--- src/rtl/ffha_pkg.sv ---
package ffha_pkg;

    localparam int unsigned HEADER_BYTES = 24;
    localparam int unsigned ALIGN_LOG2   = 4;
    localparam int unsigned ALIGN_BYTES  = 1 << ALIGN_LOG2;

    localparam logic [31:0] RESET_BASE  = 32'h0020_0000;
    localparam logic [24:0] RESET_BYTES = 25'h080_0000;

    typedef struct packed {
        logic [24:0] off;
        logic [24:0] size;
        logic        free;
    } t_entry;

    typedef enum logic [2:0] {
        ST_OK      = 3'd0,
        ST_ZERO    = 3'd1,
        ST_OOM     = 3'd2,
        ST_BADPTR  = 3'd3,
        ST_DBLFREE = 3'd4
    } t_status;

    typedef enum logic [1:0] {
        FN_ALLOC   = 2'd0,
        FN_RELEASE = 2'd1,
        FN_REINIT  = 2'd2,
        FN_NONE    = 2'd3
    } t_func;

    localparam logic [0:0] CFG_BASE  = 1'b0;
    localparam logic [0:0] CFG_BYTES = 1'b1;

endpackage

--- src/rtl/ffha_tbl.sv ---
module ffha_tbl #(
    parameter int unsigned DEPTH = 64
) (
    input  logic                           i_clk,
    input  logic                           i_we,
    input  logic [$clog2(DEPTH)-1:0]       i_wa,
    input  ffha_pkg::t_entry               i_wd,
    input  logic                           i_re,
    input  logic [$clog2(DEPTH)-1:0]       i_ra,
    output ffha_pkg::t_entry               o_rd
);
    import ffha_pkg::*;

    t_entry r_mem [DEPTH];
    t_entry r_rd;

    always_ff @(posedge i_clk) begin
        if (i_we) begin
            r_mem[i_wa] <= i_wd;
        end
        if (i_re) begin
            r_rd <= r_mem[i_ra];
        end
    end

    assign o_rd = r_rd;

endmodule

--- src/rtl/first_fit_heap_allocator_unit.sv ---
// Channel   | valid    | stall    | payload
// request   | i_valid  | o_stall  | i_func, i_req_size, i_release_addr
// result    | o_valid  | i_stall  | o_result_addr, o_status, o_used_bytes, o_free_bytes
// config    | i_cfg_we | -        | i_cfg_idx, i_cfg_data
//
// One request at a time: a pipelined first-fit scan of the block table (one entry a
// cycle through the single table RAM) up to the chosen entry, then a shift of the entries
// behind it on split or merge, then the table writes in S_WR1 and S_WR2, and the result
// beat loaded in S_DONE.
// Reset is synchronous; the S_INIT state after reset writes the initial free block.
// A pending result does not block a new request; finishing waits for the result slot.
module first_fit_heap_allocator_unit #(
    parameter int unsigned MAX_BLOCKS = 64
) (
    input  logic        i_clk,
    input  logic        i_rst_n,
    input  logic        i_cfg_we,
    input  logic [0:0]  i_cfg_idx,
    input  logic [31:0] i_cfg_data,
    input  logic        i_valid,
    output logic        o_stall,
    input  logic [1:0]  i_func,
    input  logic [23:0] i_req_size,
    input  logic [31:0] i_release_addr,
    output logic        o_valid,
    input  logic        i_stall,
    output logic [31:0] o_result_addr,
    output logic [2:0]  o_status,
    output logic [24:0] o_used_bytes,
    output logic [24:0] o_free_bytes
);
    import ffha_pkg::*;

    localparam int unsigned IW = $clog2(MAX_BLOCKS);
    localparam int unsigned CW = $clog2(MAX_BLOCKS + 1);

    typedef enum logic [7:0] {
        S_INIT  = 8'b0000_0001,
        S_IDLE  = 8'b0000_0010,
        S_SCAN  = 8'b0000_0100,
        S_NEXT  = 8'b0000_1000,
        S_SHIFT = 8'b0001_0000,
        S_WR1   = 8'b0010_0000,
        S_WR2   = 8'b0100_0000,
        S_DONE  = 8'b1000_0000
    } t_state;

    t_state       r_state;
    logic         r_from_rst;
    logic [31:0]  r_base;
    logic [24:0]  r_heap;
    logic [CW-1:0] r_count;
    logic [24:0]  r_total;
    logic         r_alloc;
    logic [24:0]  r_need;
    logic [31:0]  r_raddr;
    logic [CW-1:0] r_idx;
    logic         r_rd_vld;
    logic [IW-1:0] r_rd_idx;
    t_entry       r_prev;
    t_entry       r_cur;
    t_entry       r_pv;
    logic         r_pvf;
    logic [IW-1:0] r_hi;
    logic         r_up;
    logic [1:0]   r_k;
    logic [IW-1:0] r_src;
    logic [CW-1:0] r_left;
    logic         r_w1v;
    logic [IW-1:0] r_w1a;
    t_entry       r_w1d;
    logic         r_w2v;
    logic [IW-1:0] r_w2a;
    t_entry       r_w2d;
    logic [31:0]  r_addr;
    t_status      r_st;
    logic         r_ov;
    logic [31:0]  r_o_addr;
    logic [2:0]   r_o_st;
    logic [24:0]  r_o_used;
    logic [24:0]  r_o_free;

    logic         we;
    logic [IW-1:0] wa;
    t_entry       wd;
    logic         re;
    logic [IW-1:0] ra;
    t_entry       rd;

    ffha_tbl #(.DEPTH(MAX_BLOCKS)) u_tbl (
        .i_clk (i_clk),
        .i_we  (we),
        .i_wa  (wa),
        .i_wd  (wd),
        .i_re  (re),
        .i_ra  (ra),
        .o_rd  (rd)
    );

    logic          accept;
    logic          out_free;
    logic [24:0]   req_need;
    logic [31:0]   rd_ptr;
    logic          hit;
    logic [CW-1:0] hi_c;
    logic          split;
    logic [24:0]   init_heap;

    assign accept   = i_valid && !o_stall;
    assign out_free = !r_ov || !i_stall;
    assign req_need = ({1'b0, i_req_size} + 25'(ALIGN_BYTES - 1))
                      & ~25'(ALIGN_BYTES - 1);
    assign rd_ptr   = r_base + 32'(rd.off) + 32'(HEADER_BYTES);
    assign hit      = r_alloc ? (rd.free && rd.size >= r_need) : (rd_ptr == r_raddr);
    assign hi_c     = CW'(r_hi);
    assign split    = (r_count < CW'(MAX_BLOCKS)) &&
                      ({2'b0, r_cur.size} >=
                       {2'b0, r_need} + 27'(2 * HEADER_BYTES + ALIGN_BYTES));
    assign init_heap = r_from_rst ? RESET_BYTES : r_heap;

    always_comb begin
        we = 1'b0;
        wa = '0;
        wd = r_w1d;
        re = 1'b0;
        ra = '0;
        case (r_state)
            S_INIT: begin
                we = 1'b1;
                wd.off  = '0;
                wd.size = (init_heap > 25'(HEADER_BYTES)) ?
                          init_heap - 25'(HEADER_BYTES) : '0;
                wd.free = 1'b1;
            end
            S_SCAN: begin
                re = r_idx < r_count;
                ra = r_idx[IW-1:0];
            end
            S_SHIFT: begin
                re = r_left != '0;
                ra = r_src;
                we = r_rd_vld;
                wa = r_up ? r_rd_idx + IW'(1) : r_rd_idx - IW'(r_k);
                wd = rd;
            end
            S_WR1: begin
                we = r_w1v;
                wa = r_w1a;
                wd = r_w1d;
            end
            S_WR2: begin
                we = r_w2v;
                wa = r_w2a;
                wd = r_w2d;
            end
            default: begin
            end
        endcase
    end

    always_ff @(posedge i_clk) begin
        r_rd_idx <= ra;
        if (!i_rst_n) begin
            r_state    <= S_INIT;
            r_from_rst <= 1'b1;
            r_base     <= RESET_BASE;
            r_heap     <= RESET_BYTES;
            r_count    <= CW'(1);
            r_total    <= '0;
            r_ov       <= 1'b0;
            r_rd_vld   <= 1'b0;
        end else begin
            r_rd_vld <= re;
            if (i_cfg_we) begin
                case (i_cfg_idx)
                    CFG_BASE:  r_base <= i_cfg_data;
                    CFG_BYTES: r_heap <= i_cfg_data[24:0];
                    default: begin
                    end
                endcase
            end
            if (o_valid && !i_stall && r_state != S_DONE) begin
                r_ov <= 1'b0;
            end
            case (r_state)
                S_INIT: begin
                    r_count <= CW'(1);
                    r_total <= '0;
                    r_addr  <= '0;
                    r_st    <= ST_OK;
                    r_state <= r_from_rst ? S_IDLE : S_DONE;
                    r_from_rst <= 1'b0;
                end
                S_IDLE: begin
                    if (accept) begin
                        r_alloc <= i_func == FN_ALLOC;
                        r_need  <= req_need;
                        r_raddr <= i_release_addr;
                        r_idx   <= '0;
                        r_addr  <= '0;
                        r_st    <= ST_OK;
                        r_w1v   <= 1'b0;
                        r_w2v   <= 1'b0;
                        r_left  <= '0;
                        case (t_func'(i_func))
                            FN_ALLOC: begin
                                if (i_req_size == '0) begin
                                    r_st    <= ST_ZERO;
                                    r_state <= S_DONE;
                                end else begin
                                    r_state <= S_SCAN;
                                end
                            end
                            FN_RELEASE: r_state <= (i_release_addr == '0) ? S_DONE : S_SCAN;
                            FN_REINIT:  r_state <= S_INIT;
                            default:    r_state <= S_DONE;
                        endcase
                    end
                end
                S_SCAN: begin
                    if (re) begin
                        r_idx <= r_idx + CW'(1);
                    end
                    if (r_rd_vld) begin
                        r_prev <= rd;
                        if (hit) begin
                            r_cur   <= rd;
                            r_hi    <= r_rd_idx;
                            r_pv    <= r_prev;
                            r_pvf   <= (r_rd_idx != '0) && r_prev.free;
                            r_state <= S_NEXT;
                        end else if (CW'(r_rd_idx) == r_count - CW'(1)) begin
                            r_st    <= r_alloc ? ST_OOM : ST_BADPTR;
                            r_state <= S_DONE;
                        end
                    end
                end
                S_NEXT: begin
                    r_state <= S_SHIFT;
                    if (r_alloc) begin
                        r_addr <= r_base + 32'(r_cur.off) + 32'(HEADER_BYTES);
                        r_w1v  <= 1'b1;
                        if (split) begin
                            r_up    <= 1'b1;
                            r_src   <= IW'(r_count - CW'(1));
                            r_left  <= r_count - hi_c - CW'(1);
                            r_w1a   <= r_hi + IW'(1);
                            r_w1d   <= '{off:  r_cur.off + 25'(HEADER_BYTES) + r_need,
                                         size: r_cur.size - r_need - 25'(HEADER_BYTES),
                                         free: 1'b1};
                            r_w2v   <= 1'b1;
                            r_w2a   <= r_hi;
                            r_w2d   <= '{off: r_cur.off, size: r_need, free: 1'b0};
                            r_count <= r_count + CW'(1);
                            r_total <= r_total + r_need;
                        end else begin
                            r_w1a   <= r_hi;
                            r_w1d   <= '{off: r_cur.off, size: r_cur.size, free: 1'b0};
                            r_total <= r_total + r_cur.size;
                        end
                    end else if (r_cur.free) begin
                        r_st    <= ST_DBLFREE;
                        r_state <= S_DONE;
                    end else begin
                        r_total <= (r_total >= r_cur.size) ? r_total - r_cur.size : '0;
                        r_up    <= 1'b0;
                        r_w1v   <= 1'b1;
                        if (r_pvf && r_rd_vld && rd.free) begin
                            r_w1a   <= r_hi - IW'(1);
                            r_w1d   <= '{off:  r_pv.off,
                                         size: r_pv.size + r_cur.size + rd.size
                                               + 25'(2 * HEADER_BYTES),
                                         free: 1'b1};
                            r_k     <= 2'd2;
                            r_src   <= r_hi + IW'(2);
                            r_left  <= r_count - hi_c - CW'(2);
                            r_count <= r_count - CW'(2);
                        end else if (r_pvf) begin
                            r_w1a   <= r_hi - IW'(1);
                            r_w1d   <= '{off:  r_pv.off,
                                         size: r_pv.size + r_cur.size + 25'(HEADER_BYTES),
                                         free: 1'b1};
                            r_k     <= 2'd1;
                            r_src   <= r_hi + IW'(1);
                            r_left  <= r_count - hi_c - CW'(1);
                            r_count <= r_count - CW'(1);
                        end else if (r_rd_vld && rd.free) begin
                            r_w1a   <= r_hi;
                            r_w1d   <= '{off:  r_cur.off,
                                         size: r_cur.size + rd.size + 25'(HEADER_BYTES),
                                         free: 1'b1};
                            r_k     <= 2'd1;
                            r_src   <= r_hi + IW'(2);
                            r_left  <= r_count - hi_c - CW'(2);
                            r_count <= r_count - CW'(1);
                        end else begin
                            r_w1a   <= r_hi;
                            r_w1d   <= '{off: r_cur.off, size: r_cur.size, free: 1'b1};
                        end
                    end
                end
                S_SHIFT: begin
                    if (r_left != '0) begin
                        r_left <= r_left - CW'(1);
                        r_src  <= r_up ? r_src - IW'(1) : r_src + IW'(1);
                    end else if (!r_rd_vld) begin
                        r_state <= S_WR1;
                    end
                end
                S_WR1: r_state <= S_WR2;
                S_WR2: r_state <= S_DONE;
                S_DONE: begin
                    if (out_free) begin
                        r_ov     <= 1'b1;
                        r_o_addr <= r_addr;
                        r_o_st   <= r_st;
                        r_o_used <= r_total;
                        r_o_free <= (r_heap >= r_total) ? r_heap - r_total : '0;
                        r_state  <= S_IDLE;
                    end
                end
                default: r_state <= S_IDLE;
            endcase
        end
    end

    assign o_stall       = r_state != S_IDLE;
    assign o_valid       = r_ov;
    assign o_result_addr = r_o_addr;
    assign o_status      = r_o_st;
    assign o_used_bytes  = r_o_used;
    assign o_free_bytes  = r_o_free;

    a_count_range: assert property (@(posedge i_clk) disable iff (!i_rst_n)
        (r_count != '0) && (r_count <= CW'(MAX_BLOCKS)))
        else $error("block count out of range");

    a_no_wr_scan: assert property (@(posedge i_clk) disable iff (!i_rst_n)
        we |-> !(r_state == S_IDLE || r_state == S_SCAN || r_state == S_DONE))
        else $error("table write outside update phase");

    a_accept_busy: assert property (@(posedge i_clk) disable iff (!i_rst_n)
        accept |=> o_stall)
        else $error("request accepted but block not busy");

    a_done_load: assert property (@(posedge i_clk) disable iff (!i_rst_n)
        (r_state == S_DONE && out_free) |=> o_valid)
        else $error("result not presented");

endmodule
--- config.mk ---
export PLATFORM = sky130hd
export DESIGN_NAME = first_fit_heap_allocator_unit
export DESIGN_NICKNAME = d
export VERILOG_FILES = /design/src/rtl/ffha_pkg.sv /design/src/rtl/ffha_tbl.sv /design/src/rtl/first_fit_heap_allocator_unit.sv
export SDC_FILE = /design/constraint.sdc
export NUM_CORES = 2
export LEC_CHECK = 0
export ABC_CLOCK_PERIOD_IN_PS = 7050
export BUFFER_PORTS_ARGS = -buffer_cell sky130_fd_sc_hd__buf_4
export CAP_MARGIN = 20
export CORE_ASPECT_RATIO = 0.7
export CORE_MARGIN = 4
export CORE_UTILIZATION = 55
export CTS_CLUSTER_DIAMETER = 150
export DETAILED_ROUTE_END_ITERATION = 10
export MAX_ROUTING_LAYER = met4
export PLACE_DENSITY = 0.74
export SYNTH_ARGS = -nofsm -noshare
export SYNTH_HDL_FRONTEND = slang
export SYNTH_SLANG_ARGS = --single-unit
--- constraint.sdc ---
create_clock -name i_clk -period 7.05 [get_ports i_clk]
set_clock_uncertainty 0.15 [all_clocks]
set_input_delay 1.41 -clock i_clk [delete_from_list [all_inputs] [get_ports i_clk]]
set_output_delay 1.41 -clock i_clk [all_outputs]
set_load 0.005 [all_outputs]
# ---- Word-level counts from Yosys, hierarchy flattened
# Memory sizes are Yosys's and may differ from the RTL's. A register that Yosys moved wholly into a read port is not among the register bits.
# Index checks and enable logic that the tools add are counted.
dict set report totals {
  regBits 573
  ramBits 3264
  in_bits 96
  output_inout_bits 87
  wordCells 263
  n_memories 1
}
# name words width rd rd_ports_with_merged_regs wr line
set memory_table {}
lappend memory_table {u_tbl.r_mem 64 51 1 1 1 ffha_tbl.sv:14} ;# t_entry r_mem [DEPTH];
dict set report op_classes {
  n_addsub 36
  n_lt_le_gt_ge 7
  n_eq_ne 33
  n_mux 95
  bitwise_logic 3
  reduce_logical 46
}
# operator n
set op_table {}
lappend op_table {{51-bit 2-to-1 mux} 5}
lappend op_table {{51-bit case mux with 3 select lines} 1}
lappend op_table {{25-bit adder} 6}
lappend op_table {{25-bit 2-to-1 mux} 6}
lappend op_table {{7-bit 2-to-1 mux} 15}
lappend op_table {{8-bit 2-to-1 mux} 12}
lappend op_table {{32-bit case mux with 3 select lines} 1}
lappend op_table {{6-bit 2-to-1 mux} 14}
lappend op_table {{25-bit by 5-bit adder with 25-bit output, second input constant} 3}
lappend op_table {{25-bit greater-or-equal comparator} 3}
lappend op_table {{25-bit subtractor} 3}
lappend op_table {{32-bit by 25-bit adder with 32-bit output} 2}
lappend op_table {{32-bit by 5-bit adder with 32-bit output, second input constant} 2}
lappend op_table {{32-bit 2-to-1 mux} 2}
lappend op_table {{8-bit case mux with 8 select lines} 1}
lappend op_table {{25-bit case mux with 2 select lines} 1}
lappend op_table {{25-bit by 5-bit subtractor with 25-bit output, second input constant} 2}
lappend op_table {{32-bit == test} 1}
lappend op_table {{32-bit zero test} 1}
lappend op_table {{2-bit != test, second input constant} 14}
lappend op_table {{7-bit case mux with 2 select lines} 2}
lappend op_table {{4-bit AND reduction} 7}
lappend op_table {{25-bit by 7-bit adder with 26-bit output, second input constant} 1}
lappend op_table {{25-bit by 26-bit greater-or-equal comparator with 1-bit output} 1}
lappend op_table {{57 further kinds} 114}

# ---- Longest topological paths before layout
dict set report logic_depth {
  depth_word 8
  depth_mapped 23
  ltp_nobuf 23
}

# ---- Modules after synthesis
# Synthesis repeated with hierarchy kept, for this count alone.
dict set report hier_totals {
  hier_cells 9447
  area_unflattened_um2 165957.9
}
# mod n_inst cells_per_inst area_each_um2 seq_area_each_um2
set by_module_without_submodules {}
lappend by_module_without_submodules {ffha_tbl 1 5233 125308.9 99545.5}
lappend by_module_without_submodules {first_fit_heap_allocator_unit 1 4214 40649.0 16145.5}

# ---- Least setup slack after synthesis
# OpenSTA, ideal clock, no wires.
dict set report synth_timing {
  path_type {register to register}
  startpoint {reg r_need[6]}
  endpoint {reg r_w2a[0] (enable)}
  setup_time_ns 0.526
  arrival_time_ns 6.961
  t_required_ns 6.374
  path_slack_ns -0.587
  path_stages_with_launch 16
  n_path_buf 2
  period_less_slack_ns 7.637
  path_cell_list {edfxtp_1 -> ha_1 -> nand3_1 -> nor4_1 -> nand3_1 -> xnor2_1 -> ha_1 -> nand4_1 -> o211ai_1 -> o221a_2 -> o21ai_0 -> o21ba_2 -> clkbuf_1 -> nand2_1 -> clkbuf_1 -> nor3_1}
}
dict set report synth_between {
  elab_chain_cells 4
}
# item line
set synth_rtl {}
lappend synth_rtl {{start, declared} first_fit_heap_allocator_unit.sv:55} ;# logic [24:0] r_need;
lappend synth_rtl {{start signal, assigned} first_fit_heap_allocator_unit.sv:197} ;# r_need <= req_need;
lappend synth_rtl {{25-bit by 7-bit adder with 26-bit output} first_fit_heap_allocator_unit.sv:118} ;# {2'b0, r_need} + 27'(2 * HEADER_BYTES + ALIGN_BYTES));
lappend synth_rtl {{25-bit by 26-bit greater-or-equal comparator with 1-bit output} first_fit_heap_allocator_unit.sv:117} ;# ({2'b0, r_cur.size} >=
lappend synth_rtl {{1-bit logical AND} first_fit_heap_allocator_unit.sv:116} ;# assign split = (r_count < CW'(MAX_BLOCKS)) &&
lappend synth_rtl {{4-bit AND reduction (no source line)} --}
lappend synth_rtl {{end signal, assigned} first_fit_heap_allocator_unit.sv:252} ;# r_w2a <= r_hi;
lappend synth_rtl {{end, declared} first_fit_heap_allocator_unit.sv:73} ;# logic [IW-1:0] r_w2a;
# Every way passes these cells.
# A chain may end at the register's enable or synchronous reset.

# ---- Final worst setup path
dict set report layout_timing {
  startpoint {reg r_cur[2] (netlist bit)}
  endpoint {reg r_w1d[25] (netlist bit), data pin}
}
dict set report layout_between {
  elab_chain_cells 7
  elab_cells_between_ends 16
  classes_between {8 x add/sub; 1 x order compare; 6 x mux; 1 x reduce/logical}
}
# item line
set layout_rtl {}
lappend layout_rtl {{start, declared} first_fit_heap_allocator_unit.sv:61} ;# t_entry r_cur;
lappend layout_rtl {{start signal, assigned} first_fit_heap_allocator_unit.sv:227} ;# r_cur <= rd;
lappend layout_rtl {{branches (longest 6 deep; another with 25-bit adder)} --}
lappend layout_rtl {{51-bit 2-to-1 mux *} first_fit_heap_allocator_unit.sv:240} ;# if (r_alloc) begin
lappend layout_rtl {{end signal, assigned} first_fit_heap_allocator_unit.sv:248} ;# r_w1d <= '{off: r_cur.off + 25'(HEADER_BYTES) + r_need,
lappend layout_rtl {{end signal, assigned} first_fit_heap_allocator_unit.sv:270} ;# r_w1d <= '{off: r_pv.off,
lappend layout_rtl {{end signal, assigned} first_fit_heap_allocator_unit.sv:280} ;# r_w1d <= '{off: r_pv.off,
lappend layout_rtl {{end, declared} first_fit_heap_allocator_unit.sv:71} ;# t_entry r_w1d;
# Mark *: on every way between the ends. The select of a mux whose other input is x is not followed.

==> metrics.csv <==
metric;value;unit
IO Pins;183;
Pre-antenna DRT Iters;7;
FF-to-FF path depth;21;
post-synthesis net count;14600;
RSZ-0062 raised after global routing;no;
DP HPWL;321000;um
Tmin final;6.25;ns
hold depth;0;
WP data arrival;6.74;ns
Worst Tran Pin Value;1.29;ns
Slew HR;13.3;%
Initial Utilization;55.5;%
worst hold path class;reg -> reg;
Net Sw Frac;22.6;%
Max VDD drop;0.230;mV
Final Hold Fails;0;
Core Util, Final;61.9;%
CTS HTree Levels;5;
PD cells;250;mW/mm2
clock buffer depth;4;
Clock Power Share;39.6;%
area grow syn2layout;11.6;%
status;finished clean;
hold_sp;r_prev[23];
postcts setup bufs;0;
RD Place Congestion;1.04;
clock slew at reported path FFs;0.07;ns
Synth Flop Type;edfxtp_1;
Post-synth ARST share;0;%
Final Hold Slack;0.246;ns
max-slew violations;0;
Tot Pwr;47.8;mW
power share of the combinational group;6.0;%
vias in the first global route;110000;
via count;121000;
Finished Layout Cells;18600;
DRC violations left;0;
CTS-repair resized insts;0;
largest net degree at the start of global routing;182;
gr usage total;33.2;%
critical-path maximum fanout;9;
RR Startpoint;r_cur[2];
syn avg cell area;12.2;um2
EDFF count, synth;3782;
Die Y-Extent;474;um
post-synthesis cell type count;91;
area share of the largest cell type after synthesis;66.4;%
critical path type;reg -> reg;
Vias/cell;6.49;
DP Worst Slack;0.882;ns
core box area;0.308;mm2
Synth Cell Area;0.171;mm2
TritonCTS Buffers;354;
Layout Nets;14700;
crit path from;r_cur[2];
Yosys top cell by area;edfxtp_1;
final period utilization;88.6;%
endpoint type of the worst setup path;flip-flop;
synthesis-stage register bit count;3888;
most common cell after layout, fill and taps aside;edfxtp_1;
TritonCTS clock tree;yes;
worst skew pair latency;0.92;ns
top cells by area, synth;edfxtp_1 (66%), nand2_1 (8.1%), ha_1 (3.5%);
TNS Setup;0;ns
sequential cell area fraction in the yosys report;67.7;%
most frequent cells in the layout;edfxtp_1 (3782), nand2_1 (3660), nand3_1 (907);
DR WL/cell;28.5;um
R2R Setup Slk;0.80;ns
placed insts;17900;
Root Driver;clkbuf_16;
Fmax;0.160;GHz
initial antenna violation count;38;
reg2reg end;r_w1d[25];
die area;0.320;mm2
TritonCTS Sinks;3888;
Reg power frac;54.3;%
synthesized instance count;14000;
WL final;530000;um
# fillers;23000;
Final ANT Viol Nets;0;
Final WS setup;0.803;ns
Die Wd;674;um
YS warnings;0;
sw power;10.8;mW
initial DRC count;21800;
standard-cell rows;170;
final setup fails;0;
first-pass GRT wire length;758000;um
Post-CTS Hold Buffers;0;
PortBufs;182;
Pint;37.0;mW
Worst Setup Start Kind;flip-flop;
dpl cell area;0.180;mm2
fin area;0.191;mm2
share of layout cells above drive strength 1;9.09;%
grt ovf;0;
hold path endpoint;r_pv[23];
MaxCap Viol Count;0;
worst path required time;7.55;ns
P_leak;67.8;nW
==> area by class of cell <==
cell class | instances | area, um2 | share of cell area, %
multi-input combinational | 9024 | 52100 | 27.3
antenna | 23 | 57.6 | 0.0302
sequential | 3888 | 116000 | 60.6
clock inverter | 215 | 1780 | 0.931
tap | 4128 | 5160 | 2.71
clock buffer | 428 | 9320 | 4.88
timing repair buffer | 608 | 5710 | 2.99
inverter | 265 | 1010 | 0.531
==> synth_stat cells (16+ instances only) <==
master    instances
nor3_1          139
o21bai_1         40
a31oi_1         253
ha_1            477
and3_1          437
nand2_1        3687
o211ai_1         25
a221oi_1         16
nand4_1          48
xnor2_1         245
xor2_1          106
or3_1            37
nor2_1          400
inv_1           259
a211oi_1        196
dfxtp_1         106
buf_1            35
a22oi_1          65
o22ai_1          23
nand3_1         911
nand2b_1         50
o21a_1           28
a21oi_1         521
a311oi_1        620
o21ai_1          19
a21o_1           84
edfxtp_1       3782
o21ai_0         209
clkbuf_1        812
nor4_1           46
and2_1           21
nor2b_1          54
==> layer usage <==
metal | share of wire (%) | global-route usage, %
met3 | 15 | 9.28
met4 | 3.4 | 10.3
met5 | 0 | -
met2 | 41 | 44.8
met1 | 40 | 48.6
==> sequential cells by signal (all words and copies together), names as in the netlist, 8 cells and up <==
| name | count |
|---|---|
| o_free_bytes | 25 |
| o_result_addr | 32 |
| o_used_bytes | 25 |
| r_addr | 32 |
| r_base | 32 |
| r_cur | 51 |
| r_heap | 25 |
| r_need | 21 |
| r_prev | 51 |
| r_pv | 50 |
| r_raddr | 32 |
| r_state | 8 |
| r_total | 25 |
| r_w1d | 51 |
| r_w2d | 46 |
| u_tbl.o_rd | 51 |
| u_tbl.r_mem | 3264 |
==> cells by family after synthesis <==
group	synth area share (%)
mux	0.271
buf+inv	2.48
fa+ha+maj	3.64
xor+xnor	1.80
flops	67.7
simple gates	14.9
compound gates	9.28
==> worst max-delay path: stages (launching register included) <==
cell and delay (ns):
edfxtp_1 0.60, inv_1 0.29, fa_1 0.52, nand2b_1 0.18, a21oi_1 0.20, o21ai_1 0.21
o41a_1 0.52, o21ai_0 0.24, xnor2_1 0.21, inv_1 0.16, ha_1 0.21, ha_1 0.38
a21o_1 0.21, a21oi_1 0.19, or4b_2 0.63, a31oi_1 0.25, o21ai_0 0.12, a21oi_1 0.19
xnor2_1 0.15, xnor2_1 0.10, o221ai_1 0.19, o22ai_1 0.11
==> power groups by stage <==
| stage | registers (mW) | clock network [mW] | logic [mW] |
|---|---|---|---|
| finish | 26.0 | 18.9 | 2.88 |
| CTS | 25.9 | 19.0 | 2.76 |
| global placement | 26.4 | 0 | 2.71 |
| detailed placement | 26.4 | 0 | 2.74 |
| floorplan | 26.4 | 0 | 1.46 |
| global route | 25.9 | 20.0 | 3.01 |
==> worst max path at each step <==
stage                      endpoint  depth (start not counted)  slack (ns)
after global placement    r_w1d[25]                         21        0.84
after global routing      r_w1d[25]                         21        0.31
after detailed placement  r_w1d[25]                         21        0.88
after CTS                 r_w1d[25]                         21        0.89
after floorplan            r_cur[0]                         13        0.49
final                     r_w1d[25]                         21        0.80
(Power assumes the default switching activity.)
